**src/rtl/first_fit_heap_allocator_assert.svh**
```systemverilog
// Assertion macros shared by the allocator RTL.
// Each expects clk and rst to be visible in the using module.
`ifndef FIRST_FIT_HEAP_ALLOCATOR_ASSERT_SVH
`define FIRST_FIT_HEAP_ALLOCATOR_ASSERT_SVH

// Same-cycle implication.
`define FFHA_ASSERT_IMP(label, ante, cons) \
  label: assert property (@(posedge clk) disable iff (rst) (ante) |-> (cons)) \
    else $error("ffha assertion failed");

// Next-cycle implication.
`define FFHA_ASSERT_NXT(label, ante, cons) \
  label: assert property (@(posedge clk) disable iff (rst) (ante) |=> (cons)) \
    else $error("ffha assertion failed");

`endif

```
**src/rtl/ffha_pkg.sv**
```systemverilog
`timescale 1ns / 1ps

package ffha_pkg;

  // Field widths
  localparam int ADDR_W = 32;
  localparam int OFF_W  = 24;
  localparam int SIZE_W = 25;
  localparam int NEED_W = SIZE_W + 1;

  // Defaults for top-level parameters
  localparam int MAX_SEGMENTS_DEF = 64;
  localparam int HEADER_BYTES_DEF = 16;

  // Heap limits and register reset values
  localparam logic [SIZE_W-1:0] HEAP_BYTES_MAX   = SIZE_W'(32'd16777216);
  localparam logic [ADDR_W-1:0] HEAP_BASE_RESET  = 32'h0010_0000;
  localparam logic [SIZE_W-1:0] HEAP_BYTES_RESET = SIZE_W'(32'd1048576);

  // Operation codes
  localparam logic FUNC_ALLOC = 1'b0;
  localparam logic FUNC_FREE  = 1'b1;

  // Configuration register indexes
  localparam logic CFG_HEAP_BASE  = 1'b0;
  localparam logic CFG_HEAP_BYTES = 1'b1;

  typedef enum logic [1:0] {
    ST_DONE    = 2'd0,
    ST_NOFIT   = 2'd1,
    ST_UNKNOWN = 2'd2,
    ST_FULL    = 2'd3
  } status_t;

  // One segment record
  typedef struct packed {
    logic              valid;
    logic              used;
    logic [OFF_W-1:0]  offset;
    logic [SIZE_W-1:0] size;
  } seg_t;

  // Request wave moving down the cell row
  typedef struct packed {
    logic              active;
    logic              func;
    logic              modify;
    logic              found;
    logic [SIZE_W-1:0] req;
    logic [NEED_W-1:0] need;
    logic [ADDR_W-1:0] rel_off;
    logic [OFF_W-1:0]  hit_off;
    seg_t              carry;
  } token_t;

  // Table initialization control
  typedef struct packed {
    logic              en;
    logic [SIZE_W-1:0] size;
  } init_t;

  // Payload size of the single segment covering a fresh heap
  function automatic logic [SIZE_W-1:0] first_seg_size(logic [SIZE_W-1:0] bytes,
                                                       logic [SIZE_W-1:0] hdr);
    logic [SIZE_W-1:0] total;
    total = (bytes > HEAP_BYTES_MAX) ? HEAP_BYTES_MAX : bytes;
    return (total > hdr) ? (total - hdr) : '0;
  endfunction

endpackage

```
**src/rtl/ffha_cell.sv**
```systemverilog
`timescale 1ns / 1ps

module ffha_cell #(
  parameter int HEADER_BYTES = ffha_pkg::HEADER_BYTES_DEF
) (
  input  logic            clk,
  input  logic            rst,
  input  logic            head,
  input  ffha_pkg::init_t  init,
  input  ffha_pkg::token_t tok_in,
  output ffha_pkg::token_t tok_out
);

  localparam logic [ffha_pkg::NEED_W-1:0] HDR = ffha_pkg::NEED_W'(HEADER_BYTES);

  ffha_pkg::seg_t   seg;
  ffha_pkg::seg_t   seg_next;
  ffha_pkg::token_t tok_next;

  logic                        hit;
  logic                        match;
  logic [ffha_pkg::NEED_W-1:0] split_off;
  logic [ffha_pkg::NEED_W-1:0] split_size;

  // First free segment large enough, and payload address match for a free
  assign hit = tok_in.active && (tok_in.func == ffha_pkg::FUNC_ALLOC) && !tok_in.found &&
               seg.valid && !seg.used && ({1'b0, seg.size} >= tok_in.need);
  assign match = tok_in.active && (tok_in.func == ffha_pkg::FUNC_FREE) && !tok_in.found &&
                 seg.valid &&
                 ({{(ffha_pkg::ADDR_W - ffha_pkg::OFF_W){1'b0}}, seg.offset} == tok_in.rel_off);

  // Tail segment produced by a split
  assign split_off  = {2'b00, seg.offset} + HDR + {1'b0, tok_in.req};
  assign split_size = {1'b0, seg.size} - {1'b0, tok_in.req} - HDR;

  // Cell update and token hand-off
  always_comb begin
    seg_next = seg;
    tok_next = tok_in;
    if (hit) begin
      tok_next.found   = 1'b1;
      tok_next.hit_off = seg.offset;
      if (tok_in.modify) begin
        seg_next.used               = 1'b1;
        seg_next.size               = tok_in.req;
        tok_next.carry.valid        = 1'b1;
        tok_next.carry.used         = 1'b0;
        tok_next.carry.offset       = split_off[ffha_pkg::OFF_W-1:0];
        tok_next.carry.size         = split_size[ffha_pkg::SIZE_W-1:0];
      end
    end else if (match) begin
      tok_next.found = 1'b1;
      seg_next.used  = 1'b0;
    end else if (tok_in.active && tok_in.carry.valid) begin
      // Shift the table up by one: take the carried record, pass ours on
      seg_next       = tok_in.carry;
      tok_next.carry = seg;
    end
  end

  // Segment storage
  always_ff @(posedge clk) begin
    if (rst || init.en) begin
      seg.valid  <= head;
      seg.used   <= 1'b0;
      seg.offset <= '0;
      seg.size   <= init.size;
    end else begin
      seg <= seg_next;
    end
  end

  // Token register
  always_ff @(posedge clk) begin
    if (rst) begin
      tok_out.active <= 1'b0;
    end else begin
      tok_out.active <= tok_next.active;
    end
    tok_out.func    <= tok_next.func;
    tok_out.modify  <= tok_next.modify;
    tok_out.found   <= tok_next.found;
    tok_out.req     <= tok_next.req;
    tok_out.need    <= tok_next.need;
    tok_out.rel_off <= tok_next.rel_off;
    tok_out.hit_off <= tok_next.hit_off;
    tok_out.carry   <= tok_next.carry;
  end

endmodule

```
**config.mk**
```make
export PLATFORM = sky130hd
export DESIGN_NAME = ffha_cell
export DESIGN_NICKNAME = d
export VERILOG_FILES = /design/src/rtl/first_fit_heap_allocator_assert.svh /design/src/rtl/ffha_pkg.sv /design/src/rtl/ffha_cell.sv
export SDC_FILE = /design/constraint.sdc
export NUM_CORES = 1
export LEC_CHECK = 0
export ABC_AREA = 1
export BUFFER_PORTS_ARGS = -buffer_cell sky130_fd_sc_hd__buf_2
export CORE_UTILIZATION = 55
export CTS_BUF_LIST = sky130_fd_sc_hd__clkbuf_8
export DETAILED_ROUTE_END_ITERATION = 10
export GPL_ROUTABILITY_DRIVEN = 1
export HOLD_SLACK_MARGIN = 0.08
export PLACE_DENSITY = 0.86
export REMOVE_ABC_BUFFERS = 1
export SYNTH_ARGS = -nofsm -noshare
export SYNTH_HDL_FRONTEND = slang
export SYNTH_SLANG_ARGS = --single-unit
export TNS_END_PERCENT = 50
```
**constraint.sdc**
```tcl
create_clock -name clk -period 5.1 [get_ports clk]
set_clock_uncertainty 0.15 [all_clocks]
set_input_delay 1.53 -clock clk [delete_from_list [all_inputs] [get_ports clk]]
set_output_delay 1.53 -clock clk [all_outputs]
set_load 0.01 [all_outputs]
```
* After elaboration in Yosys (flattened, before gate mapping)
Cells that the tools add are included.
W data, S select, Z words.
** Operators by class
- Add/subtract/negate cells :: 4
- $lt $le $gt $ge :: 1
- Eq/ne operators :: 6
- Multiplexer cells :: 16
- Bitwise operators :: 3
- Reductions and logical operators :: 21
** Operators with widths (count)
- $mux W51 :: 6
- $mux W25 :: 2
- $mux W49 :: 1
- $mux W24 :: 2
- $eq A24 B32 Y1 :: 1
- $ge A25 B26 Y1 :: 1
- $sub A25 B25 Y25 :: 1
- $sub A25 B5 Y25 const B :: 1
- $add A24 B24 Y24 :: 1
- $add A24 B5 Y24 const B :: 1
- $logic_and A1 B1 Y1 :: 10
- $reduce_and A3 Y1 :: 3
- $ne A3 B2 Y1 const B :: 2
- $reduce_bool A3 Y1 :: 2
- $mux W1 :: 5
- $ne A2 B1 Y1 const B :: 2
- $not A1 Y1 :: 3
- $logic_not A1 Y1 :: 2
- $ne A2 B2 Y1 const B :: 1
- $reduce_and A2 Y1 :: 1
- $reduce_bool A2 Y1 :: 1
- $reduce_or A2 Y1 :: 1
- $logic_or A1 B1 Y1 :: 1
** Storage, ports and cells
- Bits in registers :: 213
- Input port bits :: 191

* Logic depth before layout (Yosys ltp)
Gate-level depths: netlist of run 1.
- Depth in word-level cells :: 8
- Depth in mapped cells :: 17
- Gate-level depth less buffers :: 17

* Least setup slack after synthesis of run 1
No wires, ideal clock.
- Path kind :: input to register
- Start point :: input port tok_in[124] in the netlist's numbering
- End point :: register seg[0] in the netlist's numbering (enable)
- Setup time :: 498 ps
- Arrival :: 3531 ps
- Setup slack :: 922 ps
- Stages on the path :: 14
- Buffers on the path :: 2
- Path through :: inv_1 > ha_1 > nand2_1 > inv_1 > a21oi_1 > nand2_1 > a21oi_1 > nand3_1 > nand2_2 > inv_2 > buf_4 > buf_4 > nand2_1 > nand3_1
** On the way
- Longest elaborated chain between the ends :: 4
- Elaborated cells between the ends (all ways) :: 6
- Those cells by class :: order compare (1); eq/ne (2); reduce/logical (3)
** Ends and longest elaborated chain
- start: declaration :: RTL line ffha_cell.sv:10 : input ffha_pkg::token_t tok_in,
- $ge A25 B26 Y1 * :: RTL line ffha_cell.sv:27 : seg.valid && !seg.used && ({1'b0, seg.size} >= tok_in.need);
- $logic_and A1 B1 Y1 * :: RTL line ffha_cell.sv:27
- $ne A3 B2 Y1 (no line) or $reduce_bool A3 Y1 (tied branches)
- $reduce_and A3 Y1 (no line) *
- end signal: assignment :: RTL line ffha_cell.sv:69 : seg <= seg_next;
- end: declaration :: RTL line ffha_cell.sv:16 : ffha_pkg::seg_t seg;
Mark *: on every way between the ends. The rest lies on a longest branch, timed or not.
A chain may end at the register's enable or synchronous reset.

* Worst setup path after layout of run 1
- Start point :: input port tok_in[108] in the netlist's numbering
- End point :: register seg[10] in the netlist's numbering (enable)
The elaborated chain is that of the path after synthesis.

==> results of run 1 <==
[state kept, by name, indices dropped and copies added, names as in the netlist]
name / flops
seg: 51
tok_out: 162
[power groups by stage]
stage	Clock [W]	Combinational, W	Sequential (W)
2_1_floorplan	0	0.000687	0.00193
4_1_cts	0.00158	0.00116	0.00186
6_report	0.00157	0.00117	0.00186
3_3_place_gp	0	0.00113	0.00189
5_1_grt	0.00166	0.00131	0.00187
3_5_place_dp	0	0.00115	0.00190
[metal layers]
layer  vias up  share of wire [%]  global-route usage [%]  wire [um]
li1       6610                  -                       -          -
met1      6225                 38                    40.2      16600
met2       636                 50                    64.2      21500
met3       133                7.8                    6.58       3400
met4         0                4.3                    17.8       1860
met5         -                  0                       0          0
[Yosys cell counts (2+ instances only)]
cell / n / area [um^2]
o211ai_1: 2 / 15.0
nand3b_1: 29 / 218
o21ai_1: 20 / 100
or2_2: 6 / 37.5
buf_12: 5 / 100
nand2_1: 627 / 2350
nand4_1: 26 / 163
fa_1: 2 / 40.0
nand2_2: 28 / 175
o21bai_1: 3 / 22.5
edfxtp_1: 26 / 781
xor2_1: 8 / 70.1
o21ai_0: 104 / 521
o21ai_2: 21 / 184
a21oi_1: 62 / 310
buf_2: 20 / 100
nor2_1: 126 / 473
o31ai_1: 2 / 15.0
buf_1: 7 / 26.3
inv_2: 3 / 11.3
nor3_1: 10 / 50.1
and2_1: 8 / 50.1
inv_1: 231 / 867
nand3_1: 101 / 505
xnor2_1: 40 / 350
ha_1: 117 / 1460
dfxtp_1: 187 / 3740
buf_6: 2 / 22.5
clkbuf_1: 23 / 86.3
buf_4: 2 / 15.0
nor3_2: 2 / 20.0
nor4_1: 2 / 12.5
[cell usage in the layout, fill, tap and decap left out, types with 10 or more instances in the layout]
cell,instances
inv_1,248
o21ai_1,20
nand4_1,26
nand3_1,101
o21ai_2,21
nand3b_1,29
o21ai_0,104
a21oi_1,62
clkbuf_8,45
nand2_1,627
nor3_1,10
nand2_2,27
edfxtp_1,26
xnor2_1,40
ha_1,117
dfxtp_1,187
nor2_1,125
buf_2,352
[final timing paths]
path                from      end  slack [ns]
min reg2reg      seg[49]  seg[49]        0.33
max          tok_in[108]  seg[10]        1.22
max reg2reg      seg[17]  seg[10]        1.81
min              seg[49]  seg[49]        0.33
[logic make-up (layout without fill, tap and decap cells)]
kind of cell             Yosys count  in the layout  share of synthesized area (%)
AO/OA/AOI/OAI                    218            218                           9.24
AND/OR/NAND/NOR                  969            969                           31.6
XOR/XNOR                          48             48                           3.24
adder cells (fa/ha/maj)          119            119                           11.6
flip-flops                       213            213                           34.9
buffers and inverters            294            666                           9.50
other                              0              4                              0
[stage by stage]
stage	instance area [um^2]	hold slack (ns)
finish	15700	0.326
global route	15700	0.353
CTS	15700	0.324
detailed placement	14900	0.314
global placement	14900	0.306
floorplan	12600	0.291
[worst register-to-register path: cells and delay by family (launching register included)]
kind	cells	cell delay (ns)
adders and majority gates	1	0.34
and+or+nand+nor	8	1.16
buffers and inverters	3	0.80
DFF	1	0.46
[cell type report]
cell class                 count  area [um^2]  share of cell area (%)
timing repair buffer         363         1880                    12.0
antenna                        4         10.0                  0.0639
tap                          313          392                    2.50
inverter                     235          882                    5.63
clock buffer                  45          619                    3.95
sequential                   213         4520                    28.9
clock inverter                23          123                   0.783
multi-input combinational   1354         7230                    46.2
==> summary.md, run 1 <==
| Metric | Value |
|---|---|
| Placed cell count | 2478 |
| PwrDens | 294 nW/um^2 |
| CTS Buf Count | 37 |
| Detailed Place HPWL | 33.1 mm |
| Status | completed |
| Avg Cell Area, Syn | 6.97 um^2 |
| CP Cell Sequence | buf_2, inv_1, ha_1, nand2_1, nor2_1, nand4_1, nor2_1, nand2_1, nand3_1, nand2_4, inv_2, nand2_1, nand3_1, buf_4 |
| CP Max Fanout | 25 |
| Tot GR Track Use | 35.6% |
| Crit path depth | 14 |
| Slowest Stage Delay on Critical Path | 0.39 ns |
| Crit path buffers/inverters | 4 |
| Slowest-stage cell, CP | buf_4 |
| Die area | 24200 um^2 |
| VDD IR max | 0.000252 V |
| Final Wtd Congestion | 0.965 |
| Post-layout min period | 3.88 ns |
| CTS tree | done |
| Crit end category | register |
| Dpl ws | 0.783 ns |
| Buffers on Ports | 352 |
| Fill count | 2008 |
| Power Total | 0.00460 W |
| Ports | 353 |
| Final Util | 68.3% |
| Dominant synthesized flop cell | dfxtp_1 |
| Max-Cap Viols | 0 |
| Crit path kind | in -> reg |
| CP Launch Type | input port |
| Seq cells post-synth | 213 |
| Worst Reg2Reg Path Length in Cells | 12 |
| Site Rows | 55 |
| Sw Pwr | 0.00150 W |
| Worst hold path cell count | 2 |
| Leakage power | 8.47 nW |
| Post-CTS setup buffer count | 0 |
| Setup TNS | 0 ns |
| First-pass GRT wire length | 67.3 mm |
| Clk pwr share | 34.1% |
| Finished Layout Cells | 2550 |
| Count of cell types in the netlist | 41 |
| Share of async-settable or async-resettable flops after synthesis | 0% |
| EDFF count, synth | 26 |
| Max-slew violations | 0 |
| Wirelength per Cell | 17.0 um |
| Synth Instances | 1861 |
| Peak Freq | 258 MHz |
| Detail-routed via count per cell | 5.33 |
| Comb pwr share | 25.5% |
| Slew margin rel. | 32.0% |
| Worst Tran Pin Value | 1.01 ns |
| Die height | 156 um |
| Drt first-iter violations | 988 |
| Largest net degree at the start of global routing | 152 |
| Clk buf depth | 3 |
| Delay-heaviest family, CP | simple AND/OR/NAND/NOR gates |
| Seq/Total Area, Yosys | 34.9% |
| Post-Synthesis Cell Area | 13000 um^2 |
| CTS HTree Levels | 2 |
| Initial antenna violation count | 3 |
| Sw Ratio | 32.6% |
| Setup slack after layout | 1.22 ns |
| Via count | 13600 |
| Starting density of the core | 56.6% |
| Sequential fraction of design power | 40.5% |
| Final Net Count | 2514 |
| Unrepaired setup endpoints after global routing | false |
| Die X | 156 um |
| WP data arrival | 3.91 ns |
| Area growth from synthesis to layout | 20.7% |
| Vias in the first global route | 13600 |
| Setup violations, final | 0 |
| Final worst-path cycle share | 76.1% |
| CTS Hold Bufs | 0 |
| Resize count post-CTS | 0 |
| DRT Wirelength | 43.4 mm |
| Syn. warnings | 0 |
| Share of layout cells above drive strength 1 | 21.5% |
| Post-route ant nets | 0 |
| Root Driver | clkbuf_8 |
| Core ar. | 22900 um^2 |
| Total grt overflow | 0 |
| Crit-path most repeated cell | nand2_1 |
| Crit path required time | 5.13 ns |
| Pint | 0.00310 W |
| Clock latency on the worst-skew pair | 0.55 ns |
| Router iterations before antenna repair | 5 |
| Final hold violations | 0 |
| Worst-path clk slew | 0.07 ns |
| Hold Crit Class | reg -> reg |
| Clock sinks | 213 |
| Drt drc | 0 |
Note: power is estimated with default switching activity, not from simulation.
==> inputs of run 2 (changes only) <==
==> constraint.sdc (replaced) <==
create_clock -name clk -period 3.7 [get_ports clk]
set_clock_uncertainty 0.15 [all_clocks]
set_input_delay 1.11 -clock clk [delete_from_list [all_inputs] [get_ports clk]]
set_output_delay 1.11 -clock clk [all_outputs]
set_load 0.01 [all_outputs]
==> summary.md, run 2 (synthesized netlist as in run 1, its figures left out) <==
| Metric | Value |
|---|---|
| First-pass GRT wire length | 67.6 mm |
| Sw Pwr | 0.00206 W |
| Peak Freq | 308 MHz |
| Final Util | 68.9% |
| Pint | 0.00424 W |
| Status | completed |
| Worst Hold End | seg[49] |
| Final Net Count | 2530 |
| Final Wtd Congestion | 0.966 |
| RR Endpoint | seg[3] |
| DRT Wirelength | 44.1 mm |
| PwrDens | 399 nW/um^2 |
| CTS Buf Count | 36 |
| Sw Ratio | 32.7% |
| Crit-path most repeated cell | nand2_1 |
| CP Max Fanout | 32 |
| Most common cell after layout, fill and taps aside | nand2_1 |
| Largest registers | tok_out (162), seg (51) |
| Delay-heaviest family, CP | simple AND/OR/NAND/NOR gates |
| Largest net degree at the start of global routing | 78 |
| Worst Tran Pin Value | 0.869 ns |
| Final worst-path cycle share | 87.7% |
| Final hold violations | 0 |
| Drt first-iter violations | 927 |
| Leakage power | 8.53 nW |
| CTS Hold Bufs | 0 |
| Clk buf depth | 3 |
| CTS HTree Levels | 2 |
| Total grt overflow | 0 |
| Post-CTS setup buffer count | 0 |
| Post-layout min period | 3.24 ns |
| WP data arrival | 3.50 ns |
| Max-slew violations | 0 |
| Root Driver | clkbuf_8 |
| CP Launch Type | input port |
| Comb pwr share | 26.1% |
| Placed cell count | 2495 |
| Resize count post-CTS | 0 |
| Vias in the first global route | 13400 |
| Ports | 353 |
| Detailed Place HPWL | 33.8 mm |
| Finished Layout Cells | 2562 |
| Worst-path clk slew | 0.07 ns |
| Setup violations, final | 0 |
| Via count | 13600 |
| Flop-to-flop setup slack | 0.70 ns |
| Worst R2R Start | seg[2] |
| Buffers on Ports | 352 |
| Slowest Stage Delay on Critical Path | 0.38 ns |
| Worst Hold Launch | seg[49] |
| VDD IR max | 0.000329 V |
| Post-route ant nets | 0 |
| Initial antenna violation count | 5 |
| CTS tree | done |
| CP Cell Sequence | buf_2, inv_1, ha_1, nand2_1, nor2_1, nand3_1, nand3_1, nand2_1, nand3_1, nand2_4, inv_2, buf_4, nand2_1, nand2_1, nand2_1, nand2_1 |
| Slowest-stage cell, CP | buf_4 |
| Crit path kind | in -> reg |
| Tot GR Track Use | 36.1% |
| Die area | 24200 um^2 |
| Worst Reg2Reg Path Length in Cells | 14 |
| Unrepaired setup endpoints after global routing | false |
| Most frequent cells in the layout | 627 x nand2_1, 352 x buf_2, 241 x inv_1, 187 x dfxtp_1, 125 x nor2_1 |
| Share of layout cells above drive strength 1 | 22.1% |
| Max reg flops | 162 |
| Crit end category | register |
| Router iterations before antenna repair | 5 |
| Wirelength per Cell | 17.2 um |
| Clock latency on the worst-skew pair | 0.53 ns |
| Clock sinks | 213 |
| Max-Cap Viols | 0 |
| Crit path required time | 3.96 ns |
| Clk pwr share | 33.2% |
| Sequential fraction of design power | 40.7% |
| Worst hold path cell count | 2 |
| Core ar. | 22900 um^2 |
| Drt drc | 0 |
| Starting density of the core | 56.6% |
| Die height | 156 um |
| Die X | 156 um |
| Worst hold slack | 0.341 ns |
| Crit path buffers/inverters | 4 |
| Site Rows | 55 |
| Area growth from synthesis to layout | 21.6% |
| Detail-routed via count per cell | 5.31 |
| Slew margin rel. | 42.0% |
| Hold Crit Class | reg -> reg |
| Register with the most flip-flops | tok_out |
| Setup TNS | 0 ns |
run 2: cell types whose count changed in the layout (fill, tap and decap cells not counted), sizes merged:
cell    change
clkbuf      +1
diode       +1
bufinv      -1
clkinv      +1
buf        +17
inv         -7
run 2: routing by layer:
metal	vias to the layer above	wire, um	global-route usage [%]
met1	6187	17100	41.8
met3	141	3450	5.78
met2	639	21400	64.7
li1	6650	-	-
met4	0	2120	17.5
met5	-	0	0
run 2: worst max-delay path by stage:
stage	from	to	slack, ns	cells after the start
6_report	tok_in[116]	seg[3]	0.46	16
5_1_grt	tok_in[116]	seg[3]	0.32	16
4_1_cts	tok_in[116]	seg[3]	0.53	16
3_5_place_dp	tok_in[116]	seg[3]	-0.02	16
3_3_place_gp	tok_in[124]	seg[3]	0.03	16
2_1_floorplan	tok_in[124]	seg[0]	-2.17	13
run 2: layout make-up:
| type | instances | area (um^2) |
|---|---|---|
| Multi-Input combinational cell | 1354 | 7230 |
| Fill cell | 1964 | 7140 |
| Sequential cell | 213 | 4520 |
| Timing Repair Buffer | 380 | 2030 |
| Inverter | 235 | 882 |
| Clock buffer | 46 | 633 |
| Tap cell | 313 | 392 |
| Clock inverter | 16 | 71.3 |
| Antenna cell | 5 | 12.5 |
run 2: worst reg2reg max path, stage by stage (launching register included):
cell and delay [ns]:
edfxtp_1 0.48, ha_1 0.32, nand2_1 0.06, nor2_1 0.12
nand4_1 0.19, nor2_1 0.18, nand2_1 0.07, nand3_1 0.23
nand2_4 0.12, inv_2 0.14, buf_4 0.38, nand2_1 0.21
nand2_1 0.11, nand2_1 0.05, nand2_1 0.08
run 2: through the flow:
stage                     setup WS, ns  power [W]  area, um^2
after floorplan                  -2.17    0.00360       12600
after global placement          0.0257    0.00419       15100
after detailed placement       -0.0180    0.00422       15100
after CTS                        0.531    0.00630       15800
after global routing             0.324    0.00662       15800
final                            0.457    0.00630       15800
run 2: power groups by stage:
stage	Combinational [W]	Sequential, W	Clock, W
6_report	0.00164	0.00256	0.00209
5_1_grt	0.00183	0.00258	0.00221
4_1_cts	0.00163	0.00256	0.00211
3_5_place_dp	0.00161	0.00261	0
3_3_place_gp	0.00158	0.00261	0
2_1_floorplan	0.000947	0.00266	0
==> inputs of run 3 (changes only) <==
--- a/config.mk
+++ b/config.mk
@@ -12,7 +12,7 @@
 export DETAILED_ROUTE_END_ITERATION = 10
 export GPL_ROUTABILITY_DRIVEN = 1
 export HOLD_SLACK_MARGIN = 0.08
-export PLACE_DENSITY = 0.86
+export PLACE_DENSITY = 0.83
 export REMOVE_ABC_BUFFERS = 1
 export SYNTH_ARGS = -nofsm -noshare
 export SYNTH_HDL_FRONTEND = slang
==> summary.md, run 3 (synthesized netlist as in run 1, its figures left out) <==
| Metric | Value |
|---|---|
| RR Endpoint | seg[26] |
| Die height | 156 um |
| Setup violations, final | 0 |
| Worst-path clk slew | 0.06 ns |
| CP Cell Sequence | buf_2, inv_1, ha_1, nand2_1, inv_1, nand2_1, nand2_1, nand2_1, nand3_1, nand2_1, nand3_1, nand2_4, buf_12, buf_4, nand3_1, nand2_1, nor2_1 |
| Post-layout min period | 3.28 ns |
| Core ar. | 22900 um^2 |
| Max reg flops | 162 |
| Post-route ant nets | 0 |
| Final Net Count | 2532 |
| Final hold violations | 0 |
| CP Launch Type | input port |
| Max-slew violations | 0 |
| Slew margin rel. | 44.2% |
| Worst Hold End | seg[49] |
| Crit-path most repeated cell | nand2_1 |
| Unrepaired setup endpoints after global routing | false |
| Vias in the first global route | 13100 |
| Router iterations before antenna repair | 6 |
| Root Driver | clkbuf_8 |
| Leakage power | 8.54 nW |
| Worst Reg2Reg Path Length in Cells | 15 |
| Die area | 24200 um^2 |
| Die X | 156 um |
| Clk buf depth | 3 |
| VDD IR max | 0.000304 V |
| Largest net degree at the start of global routing | 121 |
| Flop-to-flop setup slack | 0.69 ns |
| Clock sinks | 213 |
| CTS Hold Bufs | 0 |
| CTS Buf Count | 36 |
| Resize count post-CTS | 0 |
| Detailed Place HPWL | 33.1 mm |
| Largest registers | tok_out (162), seg (51) |
| Site Rows | 55 |
| Hold Crit Class | reg -> reg |
| First-pass GRT wire length | 66.4 mm |
| Ports | 353 |
| Setup slack after layout | 0.418 ns |
| Max-Cap Viols | 0 |
| Worst Tran Pin Value | 0.836 ns |
| Initial antenna violation count | 6 |
| Worst hold path cell count | 2 |
| Crit end category | register |
| Status | completed |
| Via count | 13500 |
| Total grt overflow | 0 |
| Final Wtd Congestion | 0.994 |
| Post-CTS setup buffer count | 0 |
| Share of layout cells above drive strength 1 | 22.0% |
| Drt first-iter violations | 849 |
| Register with the most flip-flops | tok_out |
| CP Max Fanout | 120 |
| Final worst-path cycle share | 88.7% |
| Slowest Stage Delay on Critical Path | 0.41 ns |
| CTS HTree Levels | 2 |
| Wirelength per Cell | 16.8 um |
| Detail-routed via count per cell | 5.26 |
| Worst Hold Launch | seg[49] |
| Tot GR Track Use | 35.3% |
| Drt drc | 0 |
| Starting density of the core | 56.6% |
| DRT Wirelength | 43.0 mm |
| Crit path buffers/inverters | 5 |
| Crit path required time | 3.98 ns |
| CTS tree | done |
| Area growth from synthesis to layout | 21.4% |
| Delay-heaviest family, CP | simple AND/OR/NAND/NOR gates |
| Crit path kind | in -> reg |
| Clock latency on the worst-skew pair | 0.55 ns |
| Peak Freq | 305 MHz |
| PwrDens | 395 nW/um^2 |
| Most common cell after layout, fill and taps aside | nand2_1 |
| Dpl ws | -0.0564 ns |
| Worst R2R Start | seg[5] |
| Power Total | 0.00622 W |
| WP data arrival | 3.56 ns |
| Most frequent cells in the layout | 627 x nand2_1, 352 x buf_2, 247 x inv_1, 187 x dfxtp_1, 125 x nor2_1 |
| Buffers on Ports | 352 |
| Slowest-stage cell, CP | buf_4 |
## run 3: worst max-delay path by stage
stage | cells after the start | start | end | slack (ns)
global route | 15 | tok_in[124] | seg[35] | 0.24
floorplan | 13 | tok_in[124] | seg[0] | -2.17
detailed placement | 17 | tok_in[112] | seg[26] | -0.06
global placement | 15 | tok_in[116] | seg[35] | 0.06
finish | 17 | tok_in[112] | seg[26] | 0.42
CTS | 17 | tok_in[112] | seg[26] | 0.48
## run 3: tightest hold or removal path, stage by stage, from the launching register on
cell and delay, ns:
dfxtp_1 0.32, inv_1 0.06, a21oi_1 0.07
## run 3: area by class of cell
cell class / count / area (um^2)
diodes: 3 / 7.51
clock buffers: 44 / 606
clock inverters: 18 / 70.1
fillers: 2018 / 7170
inverters: 235 / 882
multi-input cells: 1354 / 7230
flip-flops and latches: 213 / 4520
well taps: 313 / 392
repair buffers: 382 / 2040
## run 3: power by group
| group | switching [W] | internal [W] | total, W |
|---|---|---|---|
| clock network | 0.000959 | 0.00107 | 0.00202 |
| logic | 0.00101 | 0.000624 | 0.00163 |
| registers | 0.0000675 | 0.00250 | 0.00256 |
| total | 0.00203 | 0.00419 | 0.00622 |
## run 3: through the flow
step | setup TNS, ns | hold WS [ns] | std cells | utilization [%] | cell area (um^2)
after floorplan | -160.78 | 0.291 | 1802 | - | 12600
after global placement | 0 | 0.303 | 2497 | 65.7 | 15100
after detailed placement | -0.315 | 0.319 | 2497 | 65.7 | 15100
after CTS | 0 | 0.329 | 2559 | 68.7 | 15700
after global routing | 0 | 0.374 | 2562 | 68.7 | 15700
final | 0 | 0.343 | 2562 | 68.7 | 15700
## run 3: layer usage
metal  vias up  share of wire [%]  GRT usage (%)
li1       6643                  -              -
met1      6159                 40           40.5
met2       540                 48           62.2
met3       119                7.5           7.08
met4         6                4.5           18.0
met5         -               0.12              0
